<file path="src/hdl/rcpwm_pkg.sv">
// Shared types, constants and the pin-to-slot map of the pulse capture block.
// No dependencies.
package rcpwm_pkg;

	localparam int CHANNELS = 8;
	localparam int NUM_PINS = 8;
	localparam int PIN_W    = 3;
	localparam int TIME_W   = 16;

	localparam logic [TIME_W-1:0] RESET_MIN_WIDTH  = 16'd900;
	localparam logic [TIME_W-1:0] RESET_MAX_WIDTH  = 16'd2200;
	localparam logic [TIME_W-1:0] RESET_SLOT_WIDTH = 16'd1502;

	// Configuration register indexes
	localparam logic REG_MIN_WIDTH = 1'b0;
	localparam logic REG_MAX_WIDTH = 1'b1;

	// Function codes of an input beat
	localparam logic FUNC_SAMPLE = 1'b0;
	localparam logic FUNC_READ   = 1'b1;

	typedef logic [TIME_W-1:0] width_t;
	typedef logic [PIN_W-1:0]  pin_idx_t;

	// What one lane found for the current sample
	typedef struct packed {
		logic   hit;
		width_t width;
	} lane_result_t;

	// Load request from the top level into the merge stage
	typedef struct packed {
		logic     load;
		logic     is_read;
		pin_idx_t read_slot;
		width_t   read_width;
	} merge_load_t;

	function automatic pin_idx_t pin_to_slot(input pin_idx_t pin);
		pin_idx_t s;
		case (pin)
			3'd0:    s = 3'd2;
			3'd1:    s = 3'd4;
			3'd2:    s = 3'd5;
			3'd3:    s = 3'd6;
			3'd4:    s = 3'd7;
			3'd5:    s = 3'd0;
			3'd6:    s = 3'd1;
			default: s = 3'd3;
		endcase
		return s;
	endfunction

endpackage

</file>
<file path="src/hdl/rcpwm_if.sv">
// Valid/ready channel interfaces for sample beats and result beats.
// No dependencies.
interface rcpwm_smp_if;
	logic                    valid;
	logic                    ready;
	logic                    func;
	logic [7:0]              port_pins;
	logic [15:0]             time_us;
	logic [2:0]              read_slot;

	modport source(output valid, func, port_pins, time_us, read_slot, input ready);
	modport sink(input valid, func, port_pins, time_us, read_slot, output ready);
endinterface

interface rcpwm_res_if;
	logic        valid;
	logic        ready;
	logic [2:0]  slot;
	logic [15:0] width;
	logic        is_read;
	logic        last;

	modport source(output valid, slot, width, is_read, last, input ready);
	modport sink(input valid, slot, width, is_read, last, output ready);
endinterface

</file>
<file path="src/hdl/rcpwm_lane.sv">
// One capture lane: edge detect, rise time store, width and range check.
// Depends on rcpwm_pkg.
module rcpwm_lane (
	input  logic                  clk,
	input  logic                  arst_n,
	input  logic                  sample,
	input  logic                  pin_now,
	input  logic                  pin_prev,
	input  rcpwm_pkg::width_t     time_us,
	input  rcpwm_pkg::width_t     min_width,
	input  rcpwm_pkg::width_t     max_width,
	output rcpwm_pkg::lane_result_t res
);
	import rcpwm_pkg::*;

	width_t rise_q;
	width_t w;
	logic   fall;

	// Record the time of a rising edge
	always_ff @(posedge clk or negedge arst_n) begin
		if (!arst_n) begin
			rise_q <= '0;
		end else if (sample && pin_now && !pin_prev) begin
			rise_q <= time_us;
		end
	end

	// Width modulo 2^16 and strict range check on a falling edge
	assign fall      = pin_prev && !pin_now;
	assign w         = time_us - rise_q;
	assign res.width = w;
	assign res.hit   = sample && fall && (min_width < w) && (w < max_width);

endmodule

</file>
<file path="src/hdl/rcpwm_merge.sv">
// Merge stage: holds what the lanes found and emits one beat per cycle in pin order while the result sink takes them.
// Depends on rcpwm_pkg and rcpwm_if.
module rcpwm_merge (
	input  logic                            clk,
	input  logic                            arst_n,
	input  rcpwm_pkg::merge_load_t          ld,
	input  rcpwm_pkg::lane_result_t [7:0]   lanes,
	output logic                            can_load,
	rcpwm_res_if.source                     res
);
	import rcpwm_pkg::*;

	logic [NUM_PINS-1:0] pend_q;
	width_t              widths_q [NUM_PINS];
	logic                rd_q;
	pin_idx_t            rslot_q;
	width_t              rwidth_q;

	logic                out_valid_q;
	pin_idx_t            out_slot_q;
	width_t              out_width_q;
	logic                out_is_read_q;
	logic                out_last_q;

	logic                busy;
	logic                adv;
	logic                final_beat;
	pin_idx_t            sel;
	logic [NUM_PINS-1:0] rest;

	// Find the lowest pending pin
	always_comb begin
		sel = '0;
		for (int p = NUM_PINS - 1; p >= 0; p--) begin
			if (pend_q[p]) sel = PIN_W'(p);
		end
	end

	assign rest       = pend_q & (pend_q - NUM_PINS'(1));
	assign busy       = rd_q || (pend_q != '0);
	assign adv        = busy && (!out_valid_q || res.ready);
	assign final_beat = rd_q || (rest == '0);
	assign can_load   = !busy || (adv && final_beat);

	// Hold the pending results of the current item
	always_ff @(posedge clk or negedge arst_n) begin
		if (!arst_n) begin
			pend_q <= '0;
			rd_q   <= 1'b0;
		end else if (ld.load) begin
			rd_q <= ld.is_read;
			for (int p = 0; p < NUM_PINS; p++) begin
				pend_q[p] <= !ld.is_read && lanes[p].hit;
			end
		end else if (adv) begin
			rd_q   <= 1'b0;
			pend_q <= rd_q ? pend_q : rest;
		end
	end

	always_ff @(posedge clk) begin
		if (ld.load) begin
			rslot_q  <= ld.read_slot;
			rwidth_q <= ld.read_width;
			for (int p = 0; p < NUM_PINS; p++) begin
				widths_q[p] <= lanes[p].width;
			end
		end
	end

	// Output register: load on advance, drop once taken
	always_ff @(posedge clk or negedge arst_n) begin
		if (!arst_n) begin
			out_valid_q <= 1'b0;
		end else if (adv) begin
			out_valid_q <= 1'b1;
		end else if (res.ready) begin
			out_valid_q <= 1'b0;
		end
	end

	always_ff @(posedge clk) begin
		if (adv) begin
			if (rd_q) begin
				out_slot_q    <= rslot_q;
				out_width_q   <= rwidth_q;
				out_is_read_q <= 1'b1;
				out_last_q    <= 1'b1;
			end else begin
				out_slot_q    <= pin_to_slot(sel);
				out_width_q   <= widths_q[sel];
				out_is_read_q <= 1'b0;
				out_last_q    <= rest == '0;
			end
		end
	end

	assign res.valid   = out_valid_q;
	assign res.slot    = out_slot_q;
	assign res.width   = out_width_q;
	assign res.is_read = out_is_read_q;
	assign res.last    = out_last_q;

endmodule

</file>
<file path="src/hdl/rc_pwm_pulse_capture.sv">
// Top level of the RC pulse width capture block: registers, lanes and merge stage.
// Depends on rcpwm_pkg, rcpwm_if, rcpwm_lane and rcpwm_merge.
//
//   channel | dir | handshake      | payload
//   smp     | in  | valid/ready    | func, port_pins, time_us, read_slot
//   res     | out | valid/ready    | slot, width, is_read, last
//   cfg     | in  | cfg_we only    | cfg_idx, cfg_data
//
// When a sample beat is taken, all lanes check their pin in parallel and the slot
// table is updated at that edge. The merge stage then emits one result beat per cycle
// while the result sink takes them: one per accepted pulse of a sample item (none if
// it has none) and one for a read; the next beat is taken in the cycle its last result
// moves to the output register. Reset is asynchronous and leaves the block ready at
// once. A stalled result sink holds the output register and, behind it, the input.
module rc_pwm_pulse_capture (
	input  logic              clk,
	input  logic              arst_n,
	input  logic              cfg_we,
	input  logic              cfg_idx,
	input  logic [15:0]       cfg_data,
	rcpwm_smp_if.sink         smp,
	rcpwm_res_if.source       res
);
	import rcpwm_pkg::*;

	width_t                      min_q;
	width_t                      max_q;
	logic [NUM_PINS-1:0]         prev_q;
	width_t                      slot_width_q [NUM_PINS];
	lane_result_t [NUM_PINS-1:0] lane_res;
	merge_load_t                 ld;
	logic                        can_load;
	logic                        accept;
	logic                        sample;

	assign smp.ready = can_load;
	assign accept    = smp.valid && can_load;
	assign sample    = accept && (smp.func == FUNC_SAMPLE);

	// Configuration writes
	always_ff @(posedge clk or negedge arst_n) begin
		if (!arst_n) begin
			min_q <= RESET_MIN_WIDTH;
			max_q <= RESET_MAX_WIDTH;
		end else if (cfg_we) begin
			unique case (cfg_idx)
				REG_MIN_WIDTH: min_q <= cfg_data;
				REG_MAX_WIDTH: max_q <= cfg_data;
				default:       ;
			endcase
		end
	end

	// Store pin levels on every sample beat
	always_ff @(posedge clk or negedge arst_n) begin
		if (!arst_n) begin
			prev_q <= '0;
		end else if (sample) begin
			prev_q <= smp.port_pins;
		end
	end

	// Lanes for the pins in use; the rest never hit
	for (genvar i = 0; i < NUM_PINS; i++) begin : g_lane
		if (i < CHANNELS) begin : g_on
			rcpwm_lane u_lane (
				.clk       (clk),
				.arst_n    (arst_n),
				.sample    (sample),
				.pin_now   (smp.port_pins[i]),
				.pin_prev  (prev_q[i]),
				.time_us   (smp.time_us),
				.min_width (min_q),
				.max_width (max_q),
				.res       (lane_res[i])
			);
		end else begin : g_off
			assign lane_res[i] = '0;
		end
	end

	// Update slots of accepted pulses
	always_ff @(posedge clk or negedge arst_n) begin
		if (!arst_n) begin
			for (int s = 0; s < NUM_PINS; s++) begin
				slot_width_q[s] <= RESET_SLOT_WIDTH;
			end
		end else begin
			for (int p = 0; p < NUM_PINS; p++) begin
				if (lane_res[p].hit) begin
					slot_width_q[pin_to_slot(PIN_W'(p))] <= lane_res[p].width;
				end
			end
		end
	end

	assign ld.load       = accept;
	assign ld.is_read    = smp.func == FUNC_READ;
	assign ld.read_slot  = smp.read_slot;
	assign ld.read_width = slot_width_q[smp.read_slot];

	rcpwm_merge u_merge (
		.clk      (clk),
		.arst_n   (arst_n),
		.ld       (ld),
		.lanes    (lane_res),
		.can_load (can_load),
		.res      (res)
	);

endmodule

</file>
<file path="src/flat_wrapper.sv">
// flat-port wrapper written by rule: the top's interface ports become plain ports
module rc_pwm_pulse_capture_flat import rcpwm_pkg::*;
  (clk, arst_n, cfg_we, cfg_idx, cfg_data, smp_valid, smp_func, smp_port_pins, smp_time_us, smp_read_slot, smp_ready, res_valid, res_slot, res_width, res_is_read, res_last, res_ready);
  rcpwm_smp_if smp_i ();
  rcpwm_res_if res_i ();
  input  logic clk;
  input  logic arst_n;
  input  logic cfg_we;
  input  logic cfg_idx;
  input  logic [15:0] cfg_data;
  input wire logic [$bits(smp_i.valid)-1:0] smp_valid;
  input wire logic [$bits(smp_i.func)-1:0] smp_func;
  input wire logic [$bits(smp_i.port_pins)-1:0] smp_port_pins;
  input wire logic [$bits(smp_i.time_us)-1:0] smp_time_us;
  input wire logic [$bits(smp_i.read_slot)-1:0] smp_read_slot;
  output wire logic [$bits(smp_i.ready)-1:0] smp_ready;
  output wire logic [$bits(res_i.valid)-1:0] res_valid;
  output wire logic [$bits(res_i.slot)-1:0] res_slot;
  output wire logic [$bits(res_i.width)-1:0] res_width;
  output wire logic [$bits(res_i.is_read)-1:0] res_is_read;
  output wire logic [$bits(res_i.last)-1:0] res_last;
  input wire logic [$bits(res_i.ready)-1:0] res_ready;
  assign smp_i.valid = smp_valid;
  assign smp_i.func = smp_func;
  assign smp_i.port_pins = smp_port_pins;
  assign smp_i.time_us = smp_time_us;
  assign smp_i.read_slot = smp_read_slot;
  assign smp_ready = smp_i.ready;
  assign res_valid = res_i.valid;
  assign res_slot = res_i.slot;
  assign res_width = res_i.width;
  assign res_is_read = res_i.is_read;
  assign res_last = res_i.last;
  assign res_i.ready = res_ready;
  rc_pwm_pulse_capture u_core (.clk(clk), .arst_n(arst_n), .cfg_we(cfg_we), .cfg_idx(cfg_idx), .cfg_data(cfg_data), .smp(smp_i), .res(res_i));
endmodule
</file>
<file path="config.mk">
export PLATFORM = sky130hd
export DESIGN_NAME = rc_pwm_pulse_capture_flat
export DESIGN_NICKNAME = d
export VERILOG_FILES = /design/src/hdl/rcpwm_pkg.sv /design/src/hdl/rcpwm_if.sv /design/src/hdl/rcpwm_lane.sv /design/src/hdl/rcpwm_merge.sv /design/src/hdl/rc_pwm_pulse_capture.sv /design/src/flat_wrapper.sv
export SDC_FILE = /design/constraint.sdc
export NUM_CORES = 1
export LEC_CHECK = 0
export BUFFER_PORTS_ARGS = -buffer_cell sky130_fd_sc_hd__buf_2
export CAP_MARGIN = 5
export CELL_PAD_IN_SITES_DETAIL_PLACEMENT = 2
export CELL_PAD_IN_SITES_GLOBAL_PLACEMENT = 2
export CORE_MARGIN = 2
export CORE_UTILIZATION = 25
export CTS_BUF_LIST = sky130_fd_sc_hd__clkbuf_2 sky130_fd_sc_hd__clkbuf_4 sky130_fd_sc_hd__clkbuf_8
export CTS_CLUSTER_DIAMETER = 50
export DETAILED_ROUTE_END_ITERATION = 10
export PLACE_DENSITY_LB_ADDON = 0.1
export SETUP_SLACK_MARGIN = 0.15
export SLEW_MARGIN = 25
export SYNTH_ARGS = -nofsm -noshare
export SYNTH_HDL_FRONTEND = slang
export SYNTH_SLANG_ARGS = --single-unit
</file>
<file path="constraint.sdc">
create_clock -name clk -period 11.5 [get_ports clk]
set_input_delay 3.45 -clock clk [delete_from_list [all_inputs] [get_ports clk]]
set_output_delay 3.45 -clock clk [all_outputs]
set_load 0.01 [all_outputs]
</file>
# == After elaboration in Yosys (flattened, before gate mapping) ==
# Memories as Yosys holds them, arrays and structs flattened.
# Cells that the tools add are included.
# classes
addsub,9
magnitude_cmp,33
eq_ne,7
mux,64
bitwise,12
reduce_logical,99
# op_table
op,count
bitwise mux 128 bit,8
two-way mux 128 bit,8
demux 16 bit (select 3 bit),8
< comparator 16 bit,16
two-way mux 16 bit,11
subtractor 16 bit,8
logical AND 1 bit,68
two-way mux 3 bit,17
binary-select mux 16 bit (select 3 bit),1
">= comparator 4 bit, second input constant",9
NOT 3 -> 4 bit,9
"< comparator 4 x 1 -> 1 bit, second input constant",8
two-way mux 8 bit,3
one-hot mux 3 bit (7 select lines),1
logical NOT 1 bit,19
"== test 3 bit, second input constant",3
bitwise AND 8 bit,1
logical NOT 8 bit,1
nonzero test 8 bit,1
"subtractor 8 x 1 -> 8 bit, second input constant",1
two-way mux 1 bit,7
"== test 3 x 2 -> 1 bit, second input constant",2
AND reduction 2 bit,3
logical OR 1 bit,4
other kinds (5),7
# word_totals
register_bits,346
ram_bits,128
in_bits,50
mem_count,1
# memory_table
memory,words,width,read_ports,rd_ports_with_merged_regs,wr,line_no,rtl
u_core.u_merge.widths_q,8,16,1,0,8,rcpwm_merge.sv:14,width_t widths_q [NUM_PINS];

# == Depth between registers and ports, before layout ==
# depth
ltp_word,33
mapped_depth,22
depth_no_buf,20

# == Hierarchy ==
# From an unflattened synthesis, not the netlist that was laid out.
# hier_totals
cells_unflattened,2803
hier_area_um2,31142.4
# by_module_without_submodules
module,n_inst,cells_each,area_each_um2,seq_area_each_um2
rcpwm_lane (u_core.g_lane[0].g_on.u_lane ...),5,246,2089.5,400.4
rc_pwm_pulse_capture,1,417,7368.3,4294.1
rcpwm_merge,1,431,7019.2,5295.1
rcpwm_lane (u_core.g_lane[1].g_on.u_lane),1,246,2135.8,400.4
rcpwm_lane (u_core.g_lane[2].g_on.u_lane),1,246,2120.8,400.4
rcpwm_lane (u_core.g_lane[7].g_on.u_lane),1,233,2050.7,400.4

# == Worst setup path after synthesis ==
# OpenSTA, ideal clock, no wires.
# synth_timing
path_type,in2reg
from,input res_ready
to,register u_core.slot_width_q[13] (netlist bit)
setup_ns,0.125
arrival_time_ns,9.117
path_slack_ns,2.258
stages,8
path_buffers,1
cell_sequence,nand2b_1 nand2_1 o31ai_4 and2b_1 o41ai_1 nor4_4 buf_4 mux2_2
# synth_via
elab_chain_cells,24
word_cells_on_any_way,45
classes_between,mux (15); reduce/logical (30)
# synth_rtl
item,line_no,rtl
start: declaration,flat_wrapper.sv:22,input wire logic [$bits(res_i.ready)-1:0] res_ready;
logical OR 1 bit (*),rcpwm_merge.sv:41,assign adv = busy && (!out_valid_q || res.ready);
logical AND 1 bit (*),rcpwm_merge.sv:41,
logical AND 1 bit (*),rcpwm_merge.sv:43,assign can_load = !busy || (adv && final_beat);
logical OR 1 bit (*),rcpwm_merge.sv:43,
logical AND 1 bit (*),rc_pwm_pulse_capture.sv:37,assign accept = smp.valid && can_load;
logical AND 1 bit (*),rc_pwm_pulse_capture.sv:38,assign sample = accept && (smp.func == FUNC_SAMPLE);
logical AND 1 bit (3 in a row),rcpwm_lane.sv:33,assign res.hit = sample && fall && (min_width < w) && (w < max_width);
two-way mux 128 bit,rc_pwm_pulse_capture.sv:90,if (lane_res[p].hit) begin
(+6 left out),-,
bitwise mux 128 bit,rc_pwm_pulse_capture.sv:91,slot_width_q[pin_to_slot(PIN_W'(p))] <= lane_res[p].width;
two-way mux 128 bit,rc_pwm_pulse_capture.sv:90,
bitwise mux 128 bit,rc_pwm_pulse_capture.sv:91,
two-way mux 128 bit,rc_pwm_pulse_capture.sv:90,
bitwise mux 128 bit,rc_pwm_pulse_capture.sv:91,
two-way mux 128 bit,rc_pwm_pulse_capture.sv:90,
bitwise mux 128 bit,rc_pwm_pulse_capture.sv:91,
two-way mux 128 bit (*),rc_pwm_pulse_capture.sv:90,
end signal: indexed assignment,rc_pwm_pulse_capture.sv:91,
end: declaration,rc_pwm_pulse_capture.sv:29,width_t slot_width_q [NUM_PINS];
# Every way passes the cells marked *; elsewhere a longest branch is shown, timed or not.
# A chain may end at the register's enable or synchronous reset.

==> results.py <==
metrics = {
    "outcome": {
        "outcome": "completed",
    },
    "yosys": {
        "avgSynthCellArea_um2": 11.1,
        "synth_area_mm2": 0.0300,
        "ys_types": 88,
        "ys_seq_area_share_pct": 42.6,
        "synth_seq_cells": 474,
        "synth_fp_nets": 3118,
        "ys_warn_count": 0,
        "synth_edf_count": 168,
        "async_flop_share_pct": 64.6,
        "synth_ff_type": "dfrtp_1",
        "synth_cells": 2712,
    },
    "clock_network": {
        "h-tree-depth": 3,
        "cts.repair.resized": 0,
        "cts_buffer_depth": 3,
        "cts_sinks": 474,
        "path_clk_slew_ns": 0.06,
        "cts_buffers": 107,
        "holdBufCountCts": 0,
        "cts_tree": "built",
        "cts_setup_buffers": 0,
        "cts_root_buf": "clkbuf_8",
        "clock_latency_ns": 0.79,
    },
    "min_path": {
        "hp-class": "reg -> reg",
        "hold_depth": 1,
    },
    "die": {
        "die_area_mm2": 0.123,
        "start_util_pct": 25.1,
        "io-pin-count": 73,
        "dieWidth_um": 350,
        "core-area_mm2": 0.119,
        "num_rows": 127,
        "fp.dieH_um": 350,
    },
    "global_route": {
        "grt_usage_pct": 19.5,
        "grt_pass1_vias": 24737,
        "grt_first_pass_wirelength_um": 172000,
        "antenna_found_initial": 14,
        "grt_overflow": 0,
        "grt_max_degree": 155,
    },
    "sta": {
        "finClkSkew_ns": 0.0751,
        "layout_setup_ws_ns": 2.56,
        "fin_setup_tns_ns": 0,
        "fin_crit_sh_pct": 77.7,
        "layout_min_cycle_time_ns": 8.94,
        "maxSlewHeadroom_pct": 20.1,
        "max_freq_ghz": 0.112,
        "worst_pin_slew_ns": 1.19,
        "hold_viol": 0,
        "slew_viol_final": 0,
        "setup-violations-final": 0,
        "rsz0062_at_grt": "false",
    },
    "placement": {
        "io_buffers": 72,
        "placed_area_mm2": 0.0325,
        "place_inst": 4364,
        "place_ws_ns": 1.73,
        "gp_congestion": 0.834,
        "dp_hpwl_um": 91200,
    },
    "worst_setup_path": {
        "path_class": "in -> reg",
        "path_max_fanout": 21,
        "arrival_ns": 9.58,
        "crit_path_start_kind": "input port",
        "critPathSlowestCell": "o41ai_1",
        "crit_path_max_incr_delay_ns": 0.81,
        "critPathCaptureType": "flop",
        "crit_required_ns": 12.14,
        "path_cells": "buf_2, ha_1, nor2b_1, o31a_1, o41ai_1, o211ai_1, a2111oi_0, o31ai_1, a21oi_1, xnor2_1, inv_1, ha_1, nor4b_1, o21ai_0, a21oi_1, o211ai_1, or3_4, a311oi_4, buf_4, mux2_2",
        "worstRegToRegCells": 20,
    },
    "routing": {
        "dr_total_vias": 22177,
        "wl_um": 119000,
        "drtAntennaViolNets": 0,
        "drc": 0,
        "drt_iter0_drc": 959,
        "vias_per_cell": 4.86,
        "wl_per_cell_um": 26.0,
        "drtPass1Iterations": 4,
    },
    "run": {
        "max-cap-violations": 0,
    },
    "cells_and_area": {
        "layout.cells.non_filler": 4566,
        "nNetsFinal": 3267,
        "area_growth_pct": 17.1,
        "drive_gt1_share_pct": 24.0,
        "final_area_mm2": 0.0351,
        "mostFrequentLayoutCells": "348 x ha_1, 278 x inv_1, 234 x dfrtp_1",
        "final_common_cell": "ha_1",
    },
}
## area by class of cell
| class | count | area [µm²] |
|---|---|---|
| fill | 13042 | 84400 |
| multi-input combinational | 1879 | 16000 |
| sequential | 474 | 12800 |
| clock buffer | 170 | 2040 |
| tap | 1612 | 2020 |
| inverter | 279 | 1050 |
| timing repair buffer | 120 | 743 |
| clock inverter | 30 | 484 |
| antenna | 2 | 5.00 |
## worst max-delay path: cells and delay by family
family | cells | cell delay (ns)
AO/OA/AOI/OAI | 10 | 3.11
XOR/XNOR | 1 | 0.32
adder cells (fa/ha/maj) | 2 | 0.53
buffers and inverters | 3 | 0.92
multiplexers | 1 | 0.38
AND/OR/NAND/NOR | 3 | 0.85
## final timing paths
path	start	endpoint	slack, ns
max reg2reg	u_core.g_lane[7].g_on.u_lane.rise_q[1]	u_core.slot_width_q[79]	5.30
max in group asynchronous	arst_n	u_core.g_lane[0].g_on.u_lane.rise_q[12]	7.04
min reg2reg	u_core.slot_width_q[25]	u_core.slot_width_q[25]	0.49
min	u_core.slot_width_q[25]	u_core.slot_width_q[25]	0.49
max	smp_time_us[1]	u_core.slot_width_q[79]	2.56
min in group asynchronous	arst_n	u_core.g_lane[5].g_on.u_lane.rise_q[3]	2.67
## layer usage
| metal | up-vias | wire length, µm | global-route usage [%] |
|---|---|---|---|
| met3 | 136 | 3450 | 2.78 |
| li1 | 10127 | - | - |
| met1 | 11594 | 58200 | 27.4 |
| met5 | - | 0 | 0 |
| met2 | 320 | 54100 | 31.4 |
| met4 | 0 | 2810 | 5.02 |
## kinds of logic (layout without fill, tap and decap cells)
kind of cell,after synthesis,count (layout),synth area share [%]
buffers and inverters,359,599,4.74
flip-flops,474,474,42.6
adder cells (fa/ha/maj),367,367,15.4
AO/OA/AOI/OAI,597,597,12.4
AND/OR/NAND/NOR,522,522,8.57
other,0,2,0
XOR/XNOR,110,110,3.21
multiplexers,283,283,13.1
## through the flow
step / hold slack (ns) / utilization (%)
5_1_grt: 0.515 / 29.4
3_5_place_dp: 0.481 / 27.2
4_1_cts: 0.494 / 29.3
2_1_floorplan: 0.453 / -
3_3_place_gp: 0.468 / 27.2
6_report: 0.486 / 29.4
## synthesized netlist by cell type, types with 45 or more instances
master / instances / area, µm²
a21oi_1: 132 / 661
o21ai_0: 231 / 1160
clkbuf_1: 45 / 169
nand2_1: 202 / 758
inv_1: 278 / 1040
edfxtp_1: 168 / 5040
xnor2_1: 70 / 613
dfstp_2: 72 / 1890
mux4_2: 64 / 1440
nor2_1: 99 / 372
a21o_1: 51 / 383
mux2_2: 178 / 2000
ha_1: 348 / 4350
dfrtp_1: 234 / 5860
## flip-flops by register name (all words and copies together) (netlist names)
register	flops
u_core.u_merge.rwidth_q	16
u_core.prev_q	8
u_core.max_q	16
u_core.u_merge.widths_q	128
u_core.u_merge.res.last	1
u_core.u_merge.res.valid	1
u_core.u_merge.pend_q	8
u_core.u_merge.res.slot	3
u_core.u_merge.res.is_read	1
u_core.u_merge.rslot_q	3
u_core.u_merge.rd_q	1
u_core.min_q	16
u_core.g_lane.g_on.u_lane.rise_q	128
u_core.u_merge.res.width	16
u_core.slot_width_q	128
Power is not shown: default switching activity piles up to over one toggle a cycle in this logic, so the estimate is an artifact.
